--- src/rtl/ddg_pkg.sv ---
// Shared types, constants and helper functions for the go-to-point controller.
package ddg_pkg;

  localparam int CORDIC_STEPS_DEF = 16;
  localparam int CfgW     = 24;
  localparam int CfgIdxW  = 3;
  localparam int VW       = 50;
  localparam int ZW       = 36;
  localparam int RW       = 34;
  localparam int DW       = 38;
  localparam int LenW     = 35;
  localparam int CmdW     = 17;
  localparam int DivSteps = 16;
  localparam int NumW     = 40;

  localparam logic signed [ZW-1:0] PI_Q30      = 36'sd3373259426;
  localparam logic signed [ZW-1:0] HALF_PI_Q30 = 36'sd1686629713;
  localparam logic signed [RW-1:0] K_Q30       = 34'sd652032874;
  localparam logic [15:0]          K_Q16       = 16'd39797;
  localparam logic signed [23:0]   PI_Q16      = 24'sd205887;
  localparam logic signed [23:0]   TWO_PI_Q16  = 24'sd411775;
  localparam logic signed [DW-1:0] SAT_LIM     = 38'sd68719476735;
  localparam logic signed [CmdW-1:0] NOT_READY_CMD = 17'sd1638;
  localparam logic signed [CmdW-1:0] CMD_MAX       = 17'sd32768;

  localparam logic [CfgW-1:0] POS_GAIN_RST  = 24'd65536;
  localparam logic [CfgW-1:0] VEL_GAIN_RST  = 24'd65536;
  localparam logic [CfgW-1:0] HEAD_GAIN_RST = 24'd65536;
  localparam logic [CfgW-1:0] WHEEL_BASE_RST = 24'd19661;
  localparam logic [CfgW-1:0] SPEED_LIM_RST = 24'd65536;

  typedef enum logic [2:0] {
    KIND_DISARMED  = 3'd0,
    KIND_NOT_READY = 3'd1,
    KIND_LANDING   = 3'd2,
    KIND_RAW       = 3'd3,
    KIND_TRACK     = 3'd4
  } ddg_kind_t;

  typedef enum logic [CfgIdxW-1:0] {
    CFG_POSITION_GAIN = 3'd0,
    CFG_VELOCITY_GAIN = 3'd1,
    CFG_HEADING_GAIN  = 3'd2,
    CFG_WHEEL_BASE    = 3'd3,
    CFG_SPEED_LIMIT   = 3'd4
  } ddg_cfg_idx_t;

  typedef struct packed {
    logic                   valid;
    logic                   track;
    logic                   zero;
    logic                   neg_e;
    logic                   neg_y;
    logic signed [CmdW-1:0] byp_r;
    logic signed [CmdW-1:0] byp_l;
    logic signed [19:0]     yaw;
    logic signed [23:0]     vx;
    logic signed [23:0]     vy;
    logic signed [19:0]     err;
    logic [LenW-1:0]        len;
  } ddg_tag_t;

  typedef struct packed {
    logic                   valid;
    logic                   track;
    logic                   zlim;
    logic                   neg_r;
    logic                   neg_l;
    logic signed [CmdW-1:0] byp_r;
    logic signed [CmdW-1:0] byp_l;
  } ddg_div_t;

  function automatic logic signed [ZW-1:0] atan_q30(input int i);
    case (i)
      0:  return 36'sd843314856;
      1:  return 36'sd497837829;
      2:  return 36'sd263043836;
      3:  return 36'sd133525158;
      4:  return 36'sd67021686;
      5:  return 36'sd33543515;
      6:  return 36'sd16775850;
      7:  return 36'sd8388437;
      8:  return 36'sd4194282;
      9:  return 36'sd2097149;
      10: return 36'sd1048575;
      11: return 36'sd524287;
      12: return 36'sd262143;
      13: return 36'sd131071;
      14: return 36'sd65535;
      15: return 36'sd32767;
      16: return 36'sd16383;
      17: return 36'sd8191;
      18: return 36'sd4095;
      19: return 36'sd2047;
      20: return 36'sd1023;
      21: return 36'sd511;
      22: return 36'sd255;
      23: return 36'sd127;
      default: return '0;
    endcase
  endfunction

  function automatic logic signed [DW-1:0] sat38(input logic signed [63:0] v);
    if (v > SAT_LIM) return SAT_LIM;
    if (v < -SAT_LIM) return -SAT_LIM;
    return v[DW-1:0];
  endfunction

  function automatic logic signed [23:0] wrap16(input logic signed [23:0] a);
    if (a > PI_Q16) return a - TWO_PI_Q16;
    if (a < -PI_Q16) return a + TWO_PI_Q16;
    return a;
  endfunction

  function automatic logic signed [ZW-1:0] fold_z(input logic signed [ZW-1:0] z);
    if (z > HALF_PI_Q30) return z - PI_Q30;
    if (z < -HALF_PI_Q30) return z + PI_Q30;
    return z;
  endfunction

  function automatic logic fold_neg(input logic signed [ZW-1:0] z);
    return (z > HALF_PI_Q30) || (z < -HALF_PI_Q30);
  endfunction

  function automatic logic signed [17:0] rnd_cs(input logic signed [RW-1:0] x, input logic neg);
    logic signed [RW-1:0] v;
    v = neg ? -x : x;
    v = v + RW'(8192);
    return v[31:14];
  endfunction

endpackage

--- src/rtl/ddg_div_cell.sv ---
// One restoring-division step on the right and left lanes with its pipeline register.
module ddg_div_cell import ddg_pkg::*; (
  input  logic                clk,
  input  logic                rst_n,
  input  logic [CfgW-1:0]     lim,
  input  ddg_div_t            st_i,
  input  logic [CfgW-1:0]     rem_r_i,
  input  logic [CfgW-1:0]     rem_l_i,
  input  logic [DivSteps-1:0] nlo_r_i,
  input  logic [DivSteps-1:0] nlo_l_i,
  input  logic [DivSteps-1:0] q_r_i,
  input  logic [DivSteps-1:0] q_l_i,
  output ddg_div_t            st_o,
  output logic [CfgW-1:0]     rem_r_o,
  output logic [CfgW-1:0]     rem_l_o,
  output logic [DivSteps-1:0] nlo_r_o,
  output logic [DivSteps-1:0] nlo_l_o,
  output logic [DivSteps-1:0] q_r_o,
  output logic [DivSteps-1:0] q_l_o
);

  ddg_div_t            st_r;
  logic [CfgW:0]       tr, tl;
  logic [CfgW-1:0]     rem_r_r, rem_l_r, rem_r_nxt, rem_l_nxt;
  logic [DivSteps-1:0] nlo_r_r, nlo_l_r, q_r_r, q_l_r, q_r_nxt, q_l_nxt;

  always_comb begin
    tr = {rem_r_i, nlo_r_i[DivSteps-1]};
    tl = {rem_l_i, nlo_l_i[DivSteps-1]};
    if (tr >= {1'b0, lim}) begin
      rem_r_nxt = CfgW'(tr - {1'b0, lim});
      q_r_nxt   = {q_r_i[DivSteps-2:0], 1'b1};
    end else begin
      rem_r_nxt = tr[CfgW-1:0];
      q_r_nxt   = {q_r_i[DivSteps-2:0], 1'b0};
    end
    if (tl >= {1'b0, lim}) begin
      rem_l_nxt = CfgW'(tl - {1'b0, lim});
      q_l_nxt   = {q_l_i[DivSteps-2:0], 1'b1};
    end else begin
      rem_l_nxt = tl[CfgW-1:0];
      q_l_nxt   = {q_l_i[DivSteps-2:0], 1'b0};
    end
  end

  always_ff @(posedge clk) begin
    st_r    <= st_i;
    rem_r_r <= rem_r_nxt;
    rem_l_r <= rem_l_nxt;
    nlo_r_r <= {nlo_r_i[DivSteps-2:0], 1'b0};
    nlo_l_r <= {nlo_l_i[DivSteps-2:0], 1'b0};
    q_r_r   <= q_r_nxt;
    q_l_r   <= q_l_nxt;
    if (!rst_n) begin
      st_r.valid <= 1'b0;
    end
  end

  assign st_o    = st_r;
  assign rem_r_o = rem_r_r;
  assign rem_l_o = rem_l_r;
  assign nlo_r_o = nlo_r_r;
  assign nlo_l_o = nlo_l_r;
  assign q_r_o   = q_r_r;
  assign q_l_o   = q_l_r;

  ap_rem_below_lim: assert property (@(posedge clk) disable iff (!rst_n)
    (st_r.valid && st_r.track && lim != '0) |-> (rem_r_r < lim && rem_l_r < lim))
    else $error("division remainder not below speed limit");

endmodule

--- config.mk ---
export PLATFORM = sky130hd
export DESIGN_NAME = ddg_div_cell
export DESIGN_NICKNAME = d
export VERILOG_FILES = /design/src/rtl/ddg_pkg.sv /design/src/rtl/ddg_div_cell.sv
export SDC_FILE = /design/constraint.sdc
export NUM_CORES = 1
export LEC_CHECK = 0
export BUFFER_PORTS_ARGS = -buffer_cell sky130_fd_sc_hd__buf_2
export CAP_MARGIN = 0
export CORE_MARGIN = 1.5
export CORE_UTILIZATION = 30
export DETAILED_ROUTE_END_ITERATION = 7
export SLEW_MARGIN = 20
export SYNTH_ARGS = -nofsm -noshare
export SYNTH_HDL_FRONTEND = slang
export SYNTH_SLANG_ARGS = --single-unit
--- constraint.sdc ---
create_clock -name clk -period 3.5 [get_ports clk]
set_input_delay 0.7 -clock clk [delete_from_list [all_inputs] [get_ports clk]]
set_output_delay 0.7 -clock clk [all_outputs]
set_load 0.02 [all_outputs]
# == Word level (Yosys, flattened, before mapping) ==
# Index checks and enable logic that the tools add are counted.
# totals
ff_bits,149
input_bits,177
out_inout_bits,151
elab_cells,21
# op_classes
addsub,2
n_lt_le_gt_ge,2
muxes,4
# op_table
op,n
greater-or-equal comparator 25 x 24 -> 1 bit,2
two-way mux 24 bit,2
subtractor 24 bit,2
two-way mux 1 bit,2

# == Longest topological paths before layout ==
# Gate-level depths: netlist of run 1.
# logic_depth
ltp_word,2
mapped_depth,13
mapped_depth_nobuf,11

# == Least setup slack after synthesis of run 1 ==
# Ideal clock, no wire load.
# synth_path
path_type,in2reg
startpoint,input lim[10]
endpoint,register rem_l_r[14] (netlist: rem_l_o[14])
setup_time_ps,123
arrival_time_ps,2840
required_ps,3377
slack_ps,537
cell_stages,11
n_path_buf,1
cell_sequence,inv_1 ha_1 a21o_1 a21oi_1 and3b_1 a221oi_2 a21oi_2 o41a_1 buf_6 inv_2 mux2_1
# synth_between
elab_chain_cells,2
elab_cells_between_ends,3
cone_classes,1 x add/sub; 1 x order compare; 1 x mux
# synth_rtl
element,line_no,source
"start, declared",ddg_div_cell.sv:5,"input logic [CfgW-1:0] lim,"
subtractor 24 bit / greater-or-equal comparator 25 x 24 -> 1 bit (equally long branches),"ddg_div_cell.sv:38, ddg_div_cell.sv:37",
two-way mux 24 bit *,ddg_div_cell.sv:37,"if (tl >= {1'b0, lim}) begin"
via rem_l_nxt[14],ddg_div_cell.sv:24,"logic [CfgW-1:0] rem_r_r, rem_l_r, rem_r_nxt, rem_l_nxt;"
"end signal, assigned",ddg_div_cell.sv:49,rem_l_r <= rem_l_nxt;
"end, declared",ddg_div_cell.sv:24,
# The timed path passes the listed nets; every way through them passes the cells marked *.
# A chain may end at the register's enable or synchronous reset.

# == Final worst setup path of run 1 ==
# layout_path
startpoint,input lim[1]
endpoint,register rem_r_r[18] (netlist: rem_r_o[18])
# layout_between
elab_chain_cells,2
elab_cells_between_ends,3
cone_classes,1 x add/sub; 1 x order compare; 1 x mux
# layout_rtl
element,line_no,source
subtractor 24 bit / greater-or-equal comparator 25 x 24 -> 1 bit (equally long branches),"ddg_div_cell.sv:31, ddg_div_cell.sv:30",
two-way mux 24 bit *,ddg_div_cell.sv:30,"if (tr >= {1'b0, lim}) begin"
via rem_r_nxt[18],ddg_div_cell.sv:24,
"end signal, assigned",ddg_div_cell.sv:48,rem_r_r <= rem_r_nxt;
"end, declared",ddg_div_cell.sv:24,
# Marked as above.

==> results of run 1 <==
-- flip-flops by register name, indices dropped and copies added, names as in the netlist --
register / cells
nlo_l_o: 15
st_o: 39
nlo_r_o: 15
q_r_o: 16
q_l_o: 16
rem_l_o: 24
rem_r_o: 24
-- synth_stat cells, types with 11 or more instances --
cell	number	area, sq um
a21oi_1	36	180
xor2_1	14	123
ha_1	48	601
nand3_1	11	55.1
dfxtp_1	149	2980
inv_1	36	135
o21ai_2	18	158
mux2_4	17	255
o21ai_0	20	100
a21o_1	21	158
nand2_1	49	184
xnor2_1	20	175
nor2_1	32	120
-- stage by stage --
stage	hold WS (ns)	power [W]	worst slack (ns)	util
2_1_floorplan	0.728	0.00278	0.537	-
3_3_place_gp	0.802	0.00320	0.161	0.406
3_5_place_dp	0.804	0.00321	0.181	0.406
4_1_cts	0.358	0.00506	0.617	0.435
5_1_grt	0.353	0.00525	0.403	0.435
6_report	0.379	0.00499	0.598	0.435
-- power breakdown --
part / total, W / internal (W) / switching, W
sequential: 0.00191 / 0.00187 / 0.0000400
clock: 0.00183 / 0.00102 / 0.000808
combinational: 0.00125 / 0.000528 / 0.000717
-- cell type report --
type | instances | area [sq um] | share of cell area
Inverter | 37 | 139 | 0.0156
Multi-Input combinational cell | 399 | 3070 | 0.345
Clock buffer | 18 | 429 | 0.0483
Clock inverter | 14 | 160 | 0.0180
Tap cell | 270 | 338 | 0.0380
Timing Repair Buffer | 340 | 1770 | 0.199
Sequential cell | 149 | 2980 | 0.336
-- layer usage --
layer / share of wire / global-route usage
met4: 0.0051 / 0.0312
met5: 0.00069 / 0
met1: 0.39 / 0.178
met2: 0.54 / 0.330
met3: 0.064 / 0.0500
-- cells by family (layout without fill, tap and decap cells) --
logic type / after synthesis / count (layout) / share of synthesized area
AO/OA/AOI/OAI: 149 / 149 / 0.174
AND/OR/NAND/NOR: 138 / 138 / 0.107
multiplexers: 26 / 26 / 0.0556
buffers and inverters: 55 / 409 / 0.0430
flip-flops: 149 / 149 / 0.472
XOR/XNOR: 34 / 34 / 0.0471
adder cells (fa/ha/maj): 50 / 50 / 0.101
other: 1 / 2 / 0.000593
-- worst max-delay path by stage --
stage	endpoint	slack, ns	cells past startpoint
finish	rem_r_o[18]	0.60	12
global route	rem_l_o[12]	0.40	11
CTS	rem_l_o[3]	0.62	12
detailed placement	rem_l_o[3]	0.18	12
global placement	rem_l_o[3]	0.16	12
floorplan	rem_l_o[14]	0.54	11
==> flow_summary.yaml, run 1 <==
status:
  status: "finished, final reports clean"
sta:
  finalHoldViolCount: 0
  period_minus_slack_ns: 2.90
  final-max-slew-violation-count: 0
  setup_viol: 0
  slew-limit-headroom: 0.592
  post-route-period-util: 0.829
  max_freq_mhz: 345
  tightestPinTransition_ns: 0.606
  grt_setup_unrepaired: "no"
  setup_tns_ns: 0
route:
  ant_nets: 0
  vias: 5487
  wl_per_cell_um: 15.5
  initialDrtViolationCount: 118
  viasPerCell: 4.47
  drc: 0
  drtPass1Iterations: 4
  routed_wl_um: 19000
grt:
  antenna_found_initial: 1
  grt_usage: 0.169
  grt_pass1_vias: 5335
  grt_max_degree: 29
  grt_pass1_wl_um: 28300
  grt_overflow: 0
synth:
  yosysSeqAreaShare: 0.472
  syn_inst: 602
  async_reset_ff_frac: 0
  synth-seq-cells: 149
  avgSynthCellArea_sq_um: 10.5
  synth_edf_count: 0
  synth_cell_type_count: 66
  syn_area_sq_um: 6320
  yosysWarnings: 0
  synth_ff_type: "dfxtp_1"
critical_path:
  path_cells: "buf_2 -> inv_1 -> ha_1 -> nor2b_4 -> o31a_1 -> o31ai_2 -> and4bb_4 -> o31ai_4 -> a41oi_4 -> o21ai_4 -> buf_4 -> mux2_4"
  arrival_ns: 3.20
  critPathLaunch: "lim[1]"
  worstSetupStartpointType: "primary input"
  end_kind: "register"
  crit_slowest_cell: "and4bb_4"
  crit_fanout: 10
  path_buf_inv: 3
  path_class: "primary input to register"
  cp.required_ns: 3.80
  cp_slowest_stage_delay_ns: 0.32
  critical_path.top_delay_family: "compound AO/OA/AOI/OAI gates"
clock_network:
  cts_sinks: 149
  post_cts_buffers: 0
  cts_resized: 0
  postCtsHoldBufs: 0
  cts_buffers: 17
  cts_tree: "yes"
  clk_pin_slew_ns: 0.07
  clockRootBuffer: "clkbuf_16"
  ctsLongestPathBuffers: 2
  h-tree-depth: 4
layout:
  fillCellCount: 2039
  drive_gt1_frac: 0.447
  final_cell_mix: "323 x buf_2, 149 x dfxtp_1, 49 x nand2_1"
  stdcell_count: 1227
  final_common_cell: "buf_2"
  layout.nets: 1171
  post-route-cell-area_sq_um: 8890
  diodes: 0
  areaGrowthSynthToFinish_pct: 40.6
die:
  die_area_sq_um: 21900
  die_h_um: 148
  start_util: 0.309
  fp-row-count: 52
  die_x_um: 148
  io_pins: 328
  core_area_sq_um: 20400
pwr:
  power.density_nw_per_um2: 561
  total_leakage_power_nw: 4.50
  peakVddDrop_mv: 0.281
min_path:
  hold_path.class: "primary input to register"
  hold_depth: 1
  min_to: "st_o[21]"
  min-delay-start: "st_i[21]"
place:
  placed_area_sq_um: 8300
  dp_hpwl_um: 15800
  placedCellCount: 1195
  portBuffers: 323
  gp_congestion: 0.788
job:
  max_cap_viol_count: 0
No activity file was read; power rests on OpenSTA's default activity.
==> run 2, diff against run 1 <==
==> constraint.sdc (replaced) <==
create_clock -name clk -period 2.4 [get_ports clk]
set_input_delay 0.48 -clock clk [delete_from_list [all_inputs] [get_ports clk]]
set_output_delay 0.48 -clock clk [all_outputs]
set_load 0.02 [all_outputs]
==> run 2 against run 1 <==
  * The flow now finishes with violations (setup timing)
  * First-iteration DRC count is 34% higher
  * Combinational power is 76% higher
  * Clock-buffer cell count stayed put
  * Via count is 10% higher
  * Non-clock buffer count is 129 higher
  * Final cell count is 11% higher
  * Largest cell class unchanged
  * Total power is 52% higher
  * Critical path depth stayed put
  * Sequential cell count stayed put
  * Setup slack worse by 0.62 ns
==> flow_summary.yaml, run 2 (synthesis results as in run 1) <==
clock_network:
  clk_pin_slew_ns: 0.07
  clockRootBuffer: "clkbuf_16"
  h-tree-depth: 4
  cts_sinks: 149
  cts_buffers: 17
  cts_tree: "yes"
  ctsLongestPathBuffers: 2
sta:
  post-route-period-util: 1.01
  final-max-slew-violation-count: 0
  setup_viol: 10
  tightestPinTransition_ns: 0.567
  fin_ws_ns: -0.0270
  finalHoldViolCount: 0
  grt_setup_unrepaired: "yes"
  slew-limit-headroom: 0.618
  max_freq_mhz: 412
  period_minus_slack_ns: 2.43
pwr:
  p_int_w: 0.00515
  power.switching_w: 0.00242
  total_leakage_power_nw: 5.16
  total_power_w: 0.00756
  power.density_nw_per_um2: 738
  seqPwrFrac: 0.370
  peakVddDrop_mv: 0.428
  combPwrFrac: 0.290
  switching_share: 0.319
  clock_power_share: 0.340
layout:
  final_cell_mix: "317 x buf_2, 149 x dfxtp_1, 140 x buf_4"
  layout.nets: 1300
  areaGrowthSynthToFinish_pct: 62.2
  multi_input_area_sq_um: 3400
  fillCellCount: 1896
  drive_gt1_frac: 0.564
  seq_area_sq_um: 2980
  largest_reg_flops: 39
  final_common_cell: "buf_2"
  diodes: 0
  final_core_util: 0.502
job:
  max_cap_viol_count: 0
place:
  dp_hpwl_um: 17100
  gp_congestion: 0.883
  portBuffers: 323
grt:
  grt_overflow: 0
  grt_pass1_wl_um: 30700
  grt_usage: 0.183
  antenna_found_initial: 0
  grt_pass1_vias: 5994
  grt_max_degree: 26
critical_path:
  cp.required_ns: 2.70
  crit_slowest_cell: "ha_4"
  critical_path.endpoint: "rem_r_o[10]"
  crit_fanout: 6
  path_cells: "buf_2 -> inv_2 -> ha_4 -> nand4_1 -> nor2_2 -> o31ai_2 -> and4bb_4 -> o31ai_4 -> a41oi_4 -> o21ai_4 -> clkbuf_16 -> mux2_4"
  critPathLaunch: "lim[8]"
  path_class: "primary input to register"
  cp_slowest_stage_delay_ns: 0.29
  end_kind: "register"
  arrival_ns: 2.72
  worstSetupStartpointType: "primary input"
route:
  drc: 0
  ant_nets: 0
  routed_wl_um: 20500
  wl_per_cell_um: 15.1
  initialDrtViolationCount: 158
  drtPass1Iterations: 4
  viasPerCell: 4.47
  vias: 6063
die:
  die_area_sq_um: 21900
  core_area_sq_um: 20400
  fp-row-count: 52
  die_h_um: 148
  io_pins: 328
  start_util: 0.309
  die_x_um: 148
status:
  status: "finished, violations left"
  violations: "setup timing"
min_path:
  hold_path.class: "primary input to register"
[run 2: changes by cell type in the layout (fill, tap and decap cells not counted), sizes merged]
| cell | before | now |
|---|---|---|
| buf | 340 | 468 |
| clkinvlp | 1 | 4 |
| bufinv | 1 | 0 |
| clkbuf | 18 | 19 |
| clkinv | 4 | 1 |
| inv | 45 | 46 |
[run 2: cell type report]
class                           instances  share of cell area
Inverter                               37              0.0151
Clock buffer                           18              0.0419
Timing Repair Buffer                  469               0.275
Clock inverter                         14              0.0128
Sequential cell                       149               0.291
Tap cell                              270              0.0330
Multi-Input combinational cell        399               0.331
[run 2: power by group through the flow]
stage                     registers [W]  clock network (W)  logic [W]
final                           0.00280            0.00257    0.00220
after global routing            0.00282            0.00277    0.00237
after CTS                       0.00280            0.00264    0.00216
after detailed placement        0.00285                  0    0.00214
after global placement          0.00285                  0    0.00212
after floorplan                 0.00320                  0   0.000901
[run 2: what timing repair did]
| action | CTS | global route |
|---|---|---|
| pin swaps | 6 | 6 |
| endpoints found under the setup margin | 32 | 34 |
| gates cloned | 0 | 1 |
| hold buffers | 0 | 0 |
| gates resized for setup | 9 | 35 |
| buffers inserted | 2 | 2 |
[run 2: stage by stage]
stage / setup WS [ns] / cell area [sq um] / TNS, ns / hold slack, ns / std cells
after CTS: -0.0338 / 10100 / -0.0406 / 0.137 / 1353
after global placement: -0.496 / 9460 / -21.37 / 0.582 / 1319
final: -0.0270 / 10200 / -0.118 / 0.151 / 1356
after detailed placement: -0.538 / 9460 / -21.74 / 0.584 / 1319
after floorplan: -0.240 / 6540 / -7.44 / 0.508 / 603
after global routing: -0.139 / 10200 / -2.64 / 0.126 / 1356
[run 2: how the worst min path moves through the flow]
stage / start / end / slack, ns / depth (start not counted)
3_3_place_gp: st_i[37] / st_o[37] / 0.58 / 1
6_report: nlo_l_i[9] / nlo_l_o[10] / 0.15 / 1
5_1_grt: st_i[20] / st_o[20] / 0.13 / 1
4_1_cts: st_i[15] / st_o[15] / 0.14 / 1
3_5_place_dp: st_i[6] / st_o[6] / 0.58 / 1
2_1_floorplan: nlo_l_i[9] / nlo_l_o[10] / 0.51 / 0
[run 2: metal layers]
layer	vias up	global-route usage	wire length, um
li1	3055	-	-
met1	2794	0.198	8040
met2	191	0.350	11100
met3	23	0.0414	1080
met4	0	0.0550	325
met5	-	0	0
[run 2: worst max-delay path, delay by kind of cell]
kind	cells	cell delay, ns
buffers and inverters	3	0.34
adders and majority gates	1	0.29
AOI/OAI and AO/OA	4	0.79
muxes	1	0.29
and+or+nand+nor	3	0.52
