$ cat src/rtl/ddg_pkg.sv
// Shared types, constants and helper functions for the go-to-point controller.
package ddg_pkg;

  localparam int CORDIC_STEPS_DEF = 16;
  localparam int CfgW     = 24;
  localparam int CfgIdxW  = 3;
  localparam int VW       = 50;
  localparam int ZW       = 36;
  localparam int RW       = 34;
  localparam int DW       = 38;
  localparam int LenW     = 35;
  localparam int CmdW     = 17;
  localparam int DivSteps = 16;
  localparam int NumW     = 40;

  localparam logic signed [ZW-1:0] PI_Q30      = 36'sd3373259426;
  localparam logic signed [ZW-1:0] HALF_PI_Q30 = 36'sd1686629713;
  localparam logic signed [RW-1:0] K_Q30       = 34'sd652032874;
  localparam logic [15:0]          K_Q16       = 16'd39797;
  localparam logic signed [23:0]   PI_Q16      = 24'sd205887;
  localparam logic signed [23:0]   TWO_PI_Q16  = 24'sd411775;
  localparam logic signed [DW-1:0] SAT_LIM     = 38'sd68719476735;
  localparam logic signed [CmdW-1:0] NOT_READY_CMD = 17'sd1638;
  localparam logic signed [CmdW-1:0] CMD_MAX       = 17'sd32768;

  localparam logic [CfgW-1:0] POS_GAIN_RST  = 24'd65536;
  localparam logic [CfgW-1:0] VEL_GAIN_RST  = 24'd65536;
  localparam logic [CfgW-1:0] HEAD_GAIN_RST = 24'd65536;
  localparam logic [CfgW-1:0] WHEEL_BASE_RST = 24'd19661;
  localparam logic [CfgW-1:0] SPEED_LIM_RST = 24'd65536;

  typedef enum logic [2:0] {
    KIND_DISARMED  = 3'd0,
    KIND_NOT_READY = 3'd1,
    KIND_LANDING   = 3'd2,
    KIND_RAW       = 3'd3,
    KIND_TRACK     = 3'd4
  } ddg_kind_t;

  typedef enum logic [CfgIdxW-1:0] {
    CFG_POSITION_GAIN = 3'd0,
    CFG_VELOCITY_GAIN = 3'd1,
    CFG_HEADING_GAIN  = 3'd2,
    CFG_WHEEL_BASE    = 3'd3,
    CFG_SPEED_LIMIT   = 3'd4
  } ddg_cfg_idx_t;

  typedef struct packed {
    logic                   valid;
    logic                   track;
    logic                   zero;
    logic                   neg_e;
    logic                   neg_y;
    logic signed [CmdW-1:0] byp_r;
    logic signed [CmdW-1:0] byp_l;
    logic signed [19:0]     yaw;
    logic signed [23:0]     vx;
    logic signed [23:0]     vy;
    logic signed [19:0]     err;
    logic [LenW-1:0]        len;
  } ddg_tag_t;

  typedef struct packed {
    logic                   valid;
    logic                   track;
    logic                   zlim;
    logic                   neg_r;
    logic                   neg_l;
    logic signed [CmdW-1:0] byp_r;
    logic signed [CmdW-1:0] byp_l;
  } ddg_div_t;

  function automatic logic signed [ZW-1:0] atan_q30(input int i);
    case (i)
      0:  return 36'sd843314856;
      1:  return 36'sd497837829;
      2:  return 36'sd263043836;
      3:  return 36'sd133525158;
      4:  return 36'sd67021686;
      5:  return 36'sd33543515;
      6:  return 36'sd16775850;
      7:  return 36'sd8388437;
      8:  return 36'sd4194282;
      9:  return 36'sd2097149;
      10: return 36'sd1048575;
      11: return 36'sd524287;
      12: return 36'sd262143;
      13: return 36'sd131071;
      14: return 36'sd65535;
      15: return 36'sd32767;
      16: return 36'sd16383;
      17: return 36'sd8191;
      18: return 36'sd4095;
      19: return 36'sd2047;
      20: return 36'sd1023;
      21: return 36'sd511;
      22: return 36'sd255;
      23: return 36'sd127;
      default: return '0;
    endcase
  endfunction

  function automatic logic signed [DW-1:0] sat38(input logic signed [63:0] v);
    if (v > SAT_LIM) return SAT_LIM;
    if (v < -SAT_LIM) return -SAT_LIM;
    return v[DW-1:0];
  endfunction

  function automatic logic signed [23:0] wrap16(input logic signed [23:0] a);
    if (a > PI_Q16) return a - TWO_PI_Q16;
    if (a < -PI_Q16) return a + TWO_PI_Q16;
    return a;
  endfunction

  function automatic logic signed [ZW-1:0] fold_z(input logic signed [ZW-1:0] z);
    if (z > HALF_PI_Q30) return z - PI_Q30;
    if (z < -HALF_PI_Q30) return z + PI_Q30;
    return z;
  endfunction

  function automatic logic fold_neg(input logic signed [ZW-1:0] z);
    return (z > HALF_PI_Q30) || (z < -HALF_PI_Q30);
  endfunction

  function automatic logic signed [17:0] rnd_cs(input logic signed [RW-1:0] x, input logic neg);
    logic signed [RW-1:0] v;
    v = neg ? -x : x;
    v = v + RW'(8192);
    return v[31:14];
  endfunction

endpackage

$ cat src/rtl/ddg_rot_cell.sv
// One CORDIC rotation iteration on two lanes with its pipeline register.
module ddg_rot_cell import ddg_pkg::*; #(
  parameter int Idx = 0
) (
  input  logic                 clk,
  input  logic                 rst_n,
  input  ddg_tag_t             tag_i,
  input  logic signed [RW-1:0] xa_i,
  input  logic signed [RW-1:0] ya_i,
  input  logic signed [ZW-1:0] za_i,
  input  logic signed [RW-1:0] xb_i,
  input  logic signed [RW-1:0] yb_i,
  input  logic signed [ZW-1:0] zb_i,
  output ddg_tag_t             tag_o,
  output logic signed [RW-1:0] xa_o,
  output logic signed [RW-1:0] ya_o,
  output logic signed [ZW-1:0] za_o,
  output logic signed [RW-1:0] xb_o,
  output logic signed [RW-1:0] yb_o,
  output logic signed [ZW-1:0] zb_o
);

  ddg_tag_t             tag_r;
  logic signed [RW-1:0] xa_r, ya_r, xb_r, yb_r;
  logic signed [RW-1:0] xa_nxt, ya_nxt, xb_nxt, yb_nxt;
  logic signed [ZW-1:0] za_r, zb_r, za_nxt, zb_nxt;

  always_comb begin
    if (za_i >= 0) begin
      xa_nxt = xa_i - (ya_i >>> Idx);
      ya_nxt = ya_i + (xa_i >>> Idx);
      za_nxt = za_i - atan_q30(Idx);
    end else begin
      xa_nxt = xa_i + (ya_i >>> Idx);
      ya_nxt = ya_i - (xa_i >>> Idx);
      za_nxt = za_i + atan_q30(Idx);
    end
    if (zb_i >= 0) begin
      xb_nxt = xb_i - (yb_i >>> Idx);
      yb_nxt = yb_i + (xb_i >>> Idx);
      zb_nxt = zb_i - atan_q30(Idx);
    end else begin
      xb_nxt = xb_i + (yb_i >>> Idx);
      yb_nxt = yb_i - (xb_i >>> Idx);
      zb_nxt = zb_i + atan_q30(Idx);
    end
  end

  always_ff @(posedge clk) begin
    tag_r <= tag_i;
    xa_r  <= xa_nxt;
    ya_r  <= ya_nxt;
    za_r  <= za_nxt;
    xb_r  <= xb_nxt;
    yb_r  <= yb_nxt;
    zb_r  <= zb_nxt;
    if (!rst_n) begin
      tag_r.valid <= 1'b0;
    end
  end

  assign tag_o = tag_r;
  assign xa_o  = xa_r;
  assign ya_o  = ya_r;
  assign za_o  = za_r;
  assign xb_o  = xb_r;
  assign yb_o  = yb_r;
  assign zb_o  = zb_r;

endmodule

$ cat config.mk
export PLATFORM = sky130hd
export DESIGN_NAME = ddg_rot_cell
export DESIGN_NICKNAME = d
export VERILOG_FILES = /design/src/rtl/ddg_pkg.sv /design/src/rtl/ddg_rot_cell.sv
export SDC_FILE = /design/constraint.sdc
export NUM_CORES = 1
export LEC_CHECK = 0
export BUFFER_PORTS_ARGS = -buffer_cell sky130_fd_sc_hd__buf_2
export CAP_MARGIN = 20
export CORE_AREA = 4 4 290 292
export CTS_CLUSTER_DIAMETER = 60
export DETAILED_ROUTE_END_ITERATION = 6
export DIE_AREA = 0 0 294 296
export HOLD_SLACK_MARGIN = 0.08
export PLACE_DENSITY = 0.45
export SYNTH_ARGS = -nofsm -noshare
export SYNTH_HDL_FRONTEND = slang
export SYNTH_SLANG_ARGS = --single-unit
$ cat constraint.sdc
create_clock -name clk -period 5.7 [get_ports clk]
set_input_delay 0 -clock clk [delete_from_list [all_inputs] [get_ports clk]]
set_output_delay 0 -clock clk [all_outputs]
set_load 0.005 [all_outputs]
Word level (Yosys, flattened, before mapping)
Cells that the tools add are included.
W data, S select, Z words.

cells by class
  multiplexer cells = 6
  order comparisons = 2
  add/sub/neg operators = 10

operator list
  kind                      count
  $mux W34                  4
  $sub A34 B34 Y34          4
  $add A36 B31 Y36 const B  2
  $ge A36 B1 Y1 const B     2
  $mux W36                  2
  $sub A36 B31 Y36 const B  2
  $add A34 B34 Y34          2

storage, ports and cells
  bits in registers = 370
  output and inout bits = 370

Logic depth before layout (Yosys ltp)
Gate-level depths: netlist (run 1).

  word-level depth = 2
  depth in mapped cells = 22

Least setup slack after synthesis (run 1)
Ideal clock, no wire load.

  path kind = input to register
  start point = input port za_i[35]
  end point = register za_r[35], in the netlist za_o[35]
  data arrival time = 4.544 ns
  setup time = 0.123 ns
  stages = 22
  setup slack = 1.033 ns
  required time = 5.577 ns
  path through = inv_1 ha_1 nor4b_1 nand4_1 nor3_1 nand2b_1 clkbuf_1 clkinv_1 clkbuf_1 buf_1 ha_1 nor2b_1 o31a_1 o41a_1 a21oi_1 o31ai_1 nor4_1 o31ai_1 a2bb2oi_1 a221oi_1 o21bai_1 xor2_1

between the ends
  cells in the longest elaborated chain, start to end = 2
  elaborated cells between the ends (all ways) = 4

RTL lines
  element                                         line                text
  start, declared                                 ddg_rot_cell.sv:10  input logic signed [ZW-1:0] za_i,
  $add A36 B31 Y36, or another cell as far along  ddg_rot_cell.sv:36  za_nxt = za_i + atan_q30(Idx);
  $mux W36 *                                      ddg_rot_cell.sv:29  if (za_i >= 0) begin
  named net za_nxt[35]                            ddg_rot_cell.sv:26  logic signed [ZW-1:0] za_r, zb_r, za_nxt, zb_nxt;
  end signal, assigned                            ddg_rot_cell.sv:53  za_r <= za_nxt;
  end, declared                                   ddg_rot_cell.sv:26

Mark *: on every way through the listed nets, which the timed path passes. The rest lies on a longest branch.
A chain may end at the register's enable or synchronous reset.

Worst setup path after layout (run 1)
  start point = input port za_i[35]
  end point = register za_r[30], in the netlist za_o[30]

between the ends
  cells in the longest elaborated chain, start to end = 2

RTL lines
  element               line
  $ge A36 B1 Y1         ddg_rot_cell.sv:29
  $mux W36              ddg_rot_cell.sv:29
  named net za_nxt[30]  ddg_rot_cell.sv:26

The timed path passes the listed nets, and every way through them passes these cells.

==> results of run 1 <==
==> timing repair <==
item / 4_1_cts / 5_1_grt
setup buffers: 0 / 0
hold buffers: 551 / 0
gates resized for setup: 0 / 2
endpoints found under the hold margin: 309 / 0
endpoints found under the setup margin: 0 / 2
==> sequential cells by signal, summed over array words and instances (netlist names) <==
name	cells
xa_o	33
tag_o	162
ya_o	34
zb_o	36
za_o	36
yb_o	34
xb_o	33
==> layout make-up <==
class / count / area, um^2
clock inverter: 26 / 302
tap: 1070 / 1340
multi-input combinational: 1793 / 12800
sequential: 368 / 7370
timing repair buffer: 1301 / 9290
inverter: 231 / 867
fill: 8243 / 48200
clock buffer: 68 / 1440
antenna: 8 / 20.0
==> cell families after synthesis <==
group | count (synthesis)
AOI/OAI and AO/OA | 765
muxes | 32
DFF | 368
buffers and inverters | 318
adders and majority gates | 270
and+or+nand+nor | 542
xor gates and xnor gates | 184
==> power by group through the flow <==
stage | Clock [mW] | Combinational [mW] | Sequential [mW]
CTS | 3.38 | 2.77 | 3.09
detailed placement | 0 | 2.36 | 3.14
floorplan | 0 | 1.23 | 3.18
finish | 3.26 | 2.77 | 3.09
global placement | 0 | 2.39 | 3.14
global route | 3.48 | 3.03 | 3.12
==> metal layers <==
metal  up-vias  part of all wire  routed length [um]  track usage
met1     10500              0.41               35700        0.226
met3       154             0.051                4510       0.0341
met5         -                 0                   0            0
met2       683              0.51               44800        0.350
li1      11200                 -                   -            -
met4         0             0.032                2770       0.0656
==> worst max-delay path by stage <==
stage,to,slack (ns),cells after the start
floorplan,za_o[35]$_DFF_P_,1.03,22
global placement,za_o[30]$_DFF_P_,1.03,19
detailed placement,za_o[30]$_DFF_P_,1.04,19
CTS,za_o[35]$_DFF_P_,0.56,20
global route,za_o[30]$_DFF_P_,0.03,23
finish,za_o[30]$_DFF_P_,0.49,23
==> per-stage QoR <==
stage	hold slack, ns	area (um^2)
3_3_place_gp	0.102	26100
4_1_cts	0.0820	33400
5_1_grt	0.126	33400
3_5_place_dp	0.104	26100
6_report	0.130	33400
2_1_floorplan	0.0277	21300
==> critical path: stages <==
cell and delay (ns):
dlygate4sd3_1 0.55, buf_2 0.15, inv_1 0.07, ha_1 0.13, nor4b_1 0.30, nand4_1 0.13, nor3_1 0.27, nand2b_4 0.30
inv_2 0.17, buf_4 0.38, ha_1 0.45, a21o_1 0.19, a21o_1 0.16, a21oi_1 0.18, o21ai_0 0.09, a21oi_1 0.26
o21ai_0 0.23, o31ai_1 0.39, nand2b_1 0.12, or3_1 0.31, a21oi_1 0.17, xnor2_1 0.14, dlygate4sd3_1 0.56
==> cells in the final DEF (no fill, tap or decap), drive strengths merged, types with 9 or more instances in the layout <==
| master | count |
|---|---|
| ha | 262 |
| o211ai | 14 |
| clkinv | 12 |
| o21a | 17 |
| clkbuf | 68 |
| xor2 | 24 |
| a2111oi | 9 |
| nand2b | 25 |
| xnor2 | 160 |
| a21o | 84 |
| dfxtp | 368 |
| nand2 | 107 |
| or3 | 15 |
| and3 | 14 |
| inv | 237 |
| nor4 | 27 |
| o2111ai | 9 |
| nand3 | 33 |
| a31oi | 22 |
| o21ai | 142 |
| a211oi | 15 |
| o21bai | 64 |
| nand4 | 17 |
| nor2 | 203 |
| a21oi | 291 |
| nor3 | 48 |
| buf | 750 |
| nor2b | 25 |
| dlygate4sd3 | 551 |
| o31ai | 21 |
| mux2i | 32 |
==> results.md, run 1 <==
* Status: complete, no violations
* Arrival @ worst endpoint at 5.73 ns
* Switching pwr at ~2.8 mW
* Worst-path fanout max at 66
* Clock network power share at 0.358
* Leakage at 15.8 nW
* Sequential-to-total area share from yosys stat at 0.345
* Mapped cell area at 0.0213 mm^2
* Worst-case clock buffer depth at 3
* Syn Nets at between 3,000 and 4,000
* Cell variety after synth at 79
* Die X at 294 um
* Fin worst setup slack at 0.489 ns
* VDD IR max at 259 uV
* Post-synthesis adder-cell area fraction at 0.161
* Total vias in the final route at approximately 22,000
* DP Cell Count at 4,212
* Top cell type's share of synthesized area at 0.345
* FP Rows at 105
* Hold Crit Class: in2reg
* Dpl ws at 1.04 ns
* Slew Limit Headroom at 0.297
* Combinational share of power at 0.304
* Number of synthesized register bits at about 370
* FFs w/ async S/R, synth at 0
* First-pass GRT wire length at 133 mm
* Post-synthesis simple-gate area fraction at 0.119
* Worst-path clk slew at 0.06 ns
* Hold Path Origin: xa_i[3]
* GRT overflow at 0
* Max-cap viol count at 0
* CORE AREA at 0.0816 mm^2
* Drt drc at 0
* Initial antenna violation count at 8
* Starting Density at 0.262
* Dominant cells by area after synthesis: dfxtp_1 (35%), ha_1 (15%), a21oi_1 (6.8%)
* Endpoints failing hold at 0
* Ports at between 700 and 800
* Die area at 0.0870 mm^2
* Synth Instances at 2,479
* First-pass DRT Iterations at 7
* Crit path time final at 5.21 ns
* Port bufs at ~740
* Total power at 9.11 mW
* P_int at around 6.3 mW
* Main combinational cell family by area after synthesis: compound AO/OA/AOI/OAI gates
* Crit path kind: in2reg
* TritonCTS clock tree: done
* Max Slew Vio Count at 0
* Syn avg cell area at 8.61 um^2
* NumNets Final at 4,389
* Die H at 296 um
* Worst slew pin tran at 1.04 ns
* Worst Setup SP: za_i[35]
* GP Congestion at 0.876
* Crit path capture type: flip-flop
* Largest net degree at the start of global routing at 79
* Setup TNS at 0 ns
* Root buffer cell: clkbuf_16
* Nature of the critical path startpoint: input port
* Max Fclk at 0.192 GHz
* Prevailing post-synth register cell: dfxtp_1
* Worst Hold End: ya_o[4]$_DFF_P_
* Detailed placement HPWL at 67.0 mm
* Final Core Density at 0.409
* Period utilization at 0.914
* GRT Resource Usage Total at 0.192
* Mux share of post-synthesis cell area at 0.0150
* Pwr dens at between 200 and 300 mW/mm^2
* Area Growth Syn to Fin at 56.5%
* Finished Layout Cells at between 4,000 and 5,000
* Layout cell share with drive strength beyond 1 at 0.228
* Hold path cells at 5
* H-tree Lvls at 2
* Worst path required time at between 6 and 7 ns
* RSZ-0062 raised after global routing: no
* Wirelength, routed at 87.9 mm
* Switching Share at 0.312
* Commonest cells in the netlist: dfxtp_1 (368), a21oi_1 (290), ha_1 (262)
* Synth Area in XOR/XNOR at 0.0755
* Vias per cell at 4.62
* Vias in the first global route at 23,300
* Yosys top cell by area: dfxtp_1
* Clock Sinks at 368
* Cts bufs inserted at 52
* DR iter-0 viols at 1,118
* Sequential share of power at 0.339
* Per-cell routed wire length at around 18 um
* Routed Antenna Nets at 0
* EDFF count, synth at 0
* Synth Warn # at 0
* Compound-Gate Fraction of Synth Area at 0.226
* Dominant cell by count in the synthesized netlist: dfxtp_1
* Final setup violation count at 0
No activity file was read; power rests on OpenSTA's default activity.
==> run 2, diff against run 1 <==
--- a/config.mk
+++ b/config.mk
@@ -12,7 +12,7 @@
 export DETAILED_ROUTE_END_ITERATION = 6
 export DIE_AREA = 0 0 294 296
 export HOLD_SLACK_MARGIN = 0.08
-export PLACE_DENSITY = 0.45
+export PLACE_DENSITY = 0.56
 export SYNTH_ARGS = -nofsm -noshare
 export SYNTH_HDL_FRONTEND = slang
 export SYNTH_SLANG_ARGS = --single-unit
==> constraint.sdc (replaced) <==
create_clock -name clk -period 5.7 [get_ports clk]
set_input_delay 0.855 -clock clk [delete_from_list [all_inputs] [get_ports clk]]
set_output_delay 0.855 -clock clk [all_outputs]
set_load 0.005 [all_outputs]
==> results.md, run 2 (same netlist as run 1, synthesis figures left out) <==
* Finished Cell Area at 0.0279 mm^2 (was 0.0334 mm^2)
* DR iter-0 viols at 1,359 (was 1,118)
* Largest stage delay, worst path at 0.37 ns (was 0.56 ns)
* GP Congestion at 0.928 (was 0.876)
* Setup TNS at 0 ns (unchanged)
* TritonCTS clock tree: done (unchanged)
* GRT Resource Usage Total at 0.182 (was 0.192)
* Status: complete, no violations (unchanged)
* Slew Limit Headroom at 0.365 (was 0.297)
* Layout cell share with drive strength beyond 1 at 0.268 (was 0.228)
* Layout fillers at 8,628 (was 8,243)
* Worst-path clk slew at 0.06 ns (about the same)
* First-pass DRT Iterations at 6 (was 7)
* Combinational share of power at 0.277 (was 0.304)
* Hold Path Origin: tag_i[126] (was xa_i[3])
* Hold Crit Class: in2reg (unchanged)
* Sequential share of power at 0.358 (was 0.339)
* Most frequent cells in the layout: buf_2 (741), dfxtp_1 (368), a21oi_1 (290) (was buf_2 (741), dlygate4sd3_1 (551), dfxtp_1 (368))
* Worst path required time at 6.19 ns (was 6.22 ns)
* Worst-case clock buffer depth at 3 (unchanged)
* Initial antenna violation count at 41 (was 8)
* Routed Antenna Nets at 0 (unchanged)
* RSZ-0062 raised after global routing: no (unchanged)
* Hold buffers post-CTS at 0 (was 551)
* Largest net degree at the start of global routing at 71 (was 79)
* Crit path kind: in2reg (unchanged)
* FP Rows at 105 (unchanged)
* Detailed placement HPWL at 69.9 mm (was 67.0 mm)
* DP Cell Count at 4,213 (was 4,212)
* Largest delay share family, worst path: compound AO/OA/AOI/OAI gates (was buffers and inverters)
* Per-cell routed wire length at 19.5 um (was 18.1 um)
* Period utilization at 0.840 (was 0.914)
* Worst-path fanout max at 15 (was 66)
* Fin worst setup slack at 0.912 ns (was 0.489 ns)
* Worst Setup SP: za_i[35] (unchanged)
* CP Cell Sequence: buf_2 > inv_1 > ha_1 > nor4b_1 > nand4_1 > nor3_1 > nand2b_4 > inv_2 > ha_1 > nor2b_1 > o31a_1 > o41a_1 > a21oi_1 > o31ai_1 > nor4_1 > o31ai_1 > a2bb2oi_1 > a221oi_1 > o21bai_1 > xor2_1 (was dlygate4sd3_1 > buf_2 > inv_1 > ha_1 > nor4b_1 > nand4_1 > nor3_1 > nand2b_4 > inv_2 > buf_4 > ha_1 > a21o_1 > a21o_1 > a21oi_1 > o21ai_0 > a21oi_1 > o21ai_0 > o31ai_1 > nand2b_1 > or3_1 > a21oi_1 > xnor2_1 > dlygate4sd3_1)
* Drt drc at 0 (unchanged)
* Port bufs at 741 (unchanged)
* Endpoints failing hold at 0 (unchanged)
* Root buffer cell: clkbuf_16 (unchanged)
* Die H at 296 um (unchanged)
* Arrival @ worst endpoint at 5.27 ns (was 5.73 ns)
* Pwr dens at 310 mW/mm^2 (was 273 mW/mm^2)
* Starting Density at 0.262 (unchanged)
* Cts bufs inserted at 51 (was 52)
* NumNets Final at 3,838 (was 4,389)
* Crit path capture type: flip-flop (unchanged)
* Nature of the critical path startpoint: input port (unchanged)
* Area taken by multi-input logic gates at 0.0128 mm^2 (about the same)
* H-tree Lvls at 2 (unchanged)
* CORE AREA at 0.0816 mm^2 (unchanged)
* Hold slack at 0.357 ns (was 0.130 ns)
* Final setup violation count at 0 (unchanged)
* VDD IR max at 291 uV (was 259 uV)
* Clock Sinks at 368 (unchanged)
* Area after DPL at 0.0261 mm^2 (about the same)
* Max Slew Vio Count at 0 (unchanged)
* Cts repair resizes at 0 (unchanged)
* Vias in the first global route at 19,800 (was 23,300)
* GRT overflow at 0 (unchanged)
* Post-CTS Setup Repair Bufs at 0 (unchanged)
* Vias per cell at 4.79 (was 4.62)
* Total vias in the final route at 20,700 (was 22,500)
* Commonest non-fill, non-tap cell in the layout: buf_2 (unchanged)
* Total power at 8.64 mW (was 9.11 mW)
* Worst slew pin tran at 0.941 ns (was 1.04 ns)
* Register area at 0.00737 mm^2 (unchanged)
* Switching pwr at 2.81 mW (was 2.85 mW)
* Finished Layout Cells at 4,323 (was 4,865)
* Switching Share at 0.325 (was 0.312)
* Area Growth Syn to Fin at 30.7% (was 56.5%)
* Leakage at 13.5 nW (was 15.8 nW)
* Max-cap viol count at 0 (unchanged)
* Dpl ws at 0.271 ns (was 1.04 ns)
* First-pass GRT wire length at 122 mm (was 133 mm)
* Crit-path slowest cell: ha_1 (was dlygate4sd3_1)
* Largest register FFs at 162 (unchanged)
* Max Fclk at 0.209 GHz (was 0.192 GHz)
* Crit path time final at 4.79 ns (was 5.21 ns)
* Die area at 0.0870 mm^2 (unchanged)
* Die X at 294 um (unchanged)
* Worst Path Buf+Inv at 3 (was 6)
* Final Core Density at 0.342 (was 0.409)
* P_int at 5.83 mW (was 6.27 mW)
* Clock network power share at 0.366 (was 0.358)
* Wirelength, routed at 84.4 mm (was 87.9 mm)
* Ports at 742 (unchanged)
## run 2: cell types whose count changed in the layout (fill, tap and decap cells not counted), sizes merged
cell         before  now
bufinv            4    2
buf             750  751
diode             8   18
inv             237  236
dlygate4sd3     551    0
clkbuf           68   66
clkinv           12   15
## run 2: path summary, 6_finish.rpt
path | end | slack (ns) | cells past startpoint
min | tag_o[126]$_DFF_P_ | 0.36 | 1
max | za_o[35]$_DFF_P_ | 0.91 | 20
## run 2: final cells by class
type                            instances  area share
Sequential cell                       368       0.264
Clock inverter                         26      0.0106
Inverter                              231      0.0311
Tap cell                             1070      0.0480
Antenna cell                           18     0.00162
Timing Repair Buffer                  751       0.136
Clock buffer                           66      0.0510
Multi-Input combinational cell       1793       0.458
## run 2: layer usage
layer  track usage  vias to the layer above  part of all wire
li1              -                    10100                 -
met5             0                        -            0.0028
met4        0.0869                       30             0.048
met3        0.0623                      204             0.092
met1         0.199                     9516              0.38
met2         0.316                      862              0.48
## run 2: power by group through the flow
stage	clock (mW)	combinational (mW)	sequential, mW
after detailed placement	0	2.39	3.15
after global routing	3.40	2.62	3.12
final	3.16	2.39	3.09
after CTS	3.28	2.40	3.10
after floorplan	0	1.23	3.18
after global placement	0	2.40	3.15
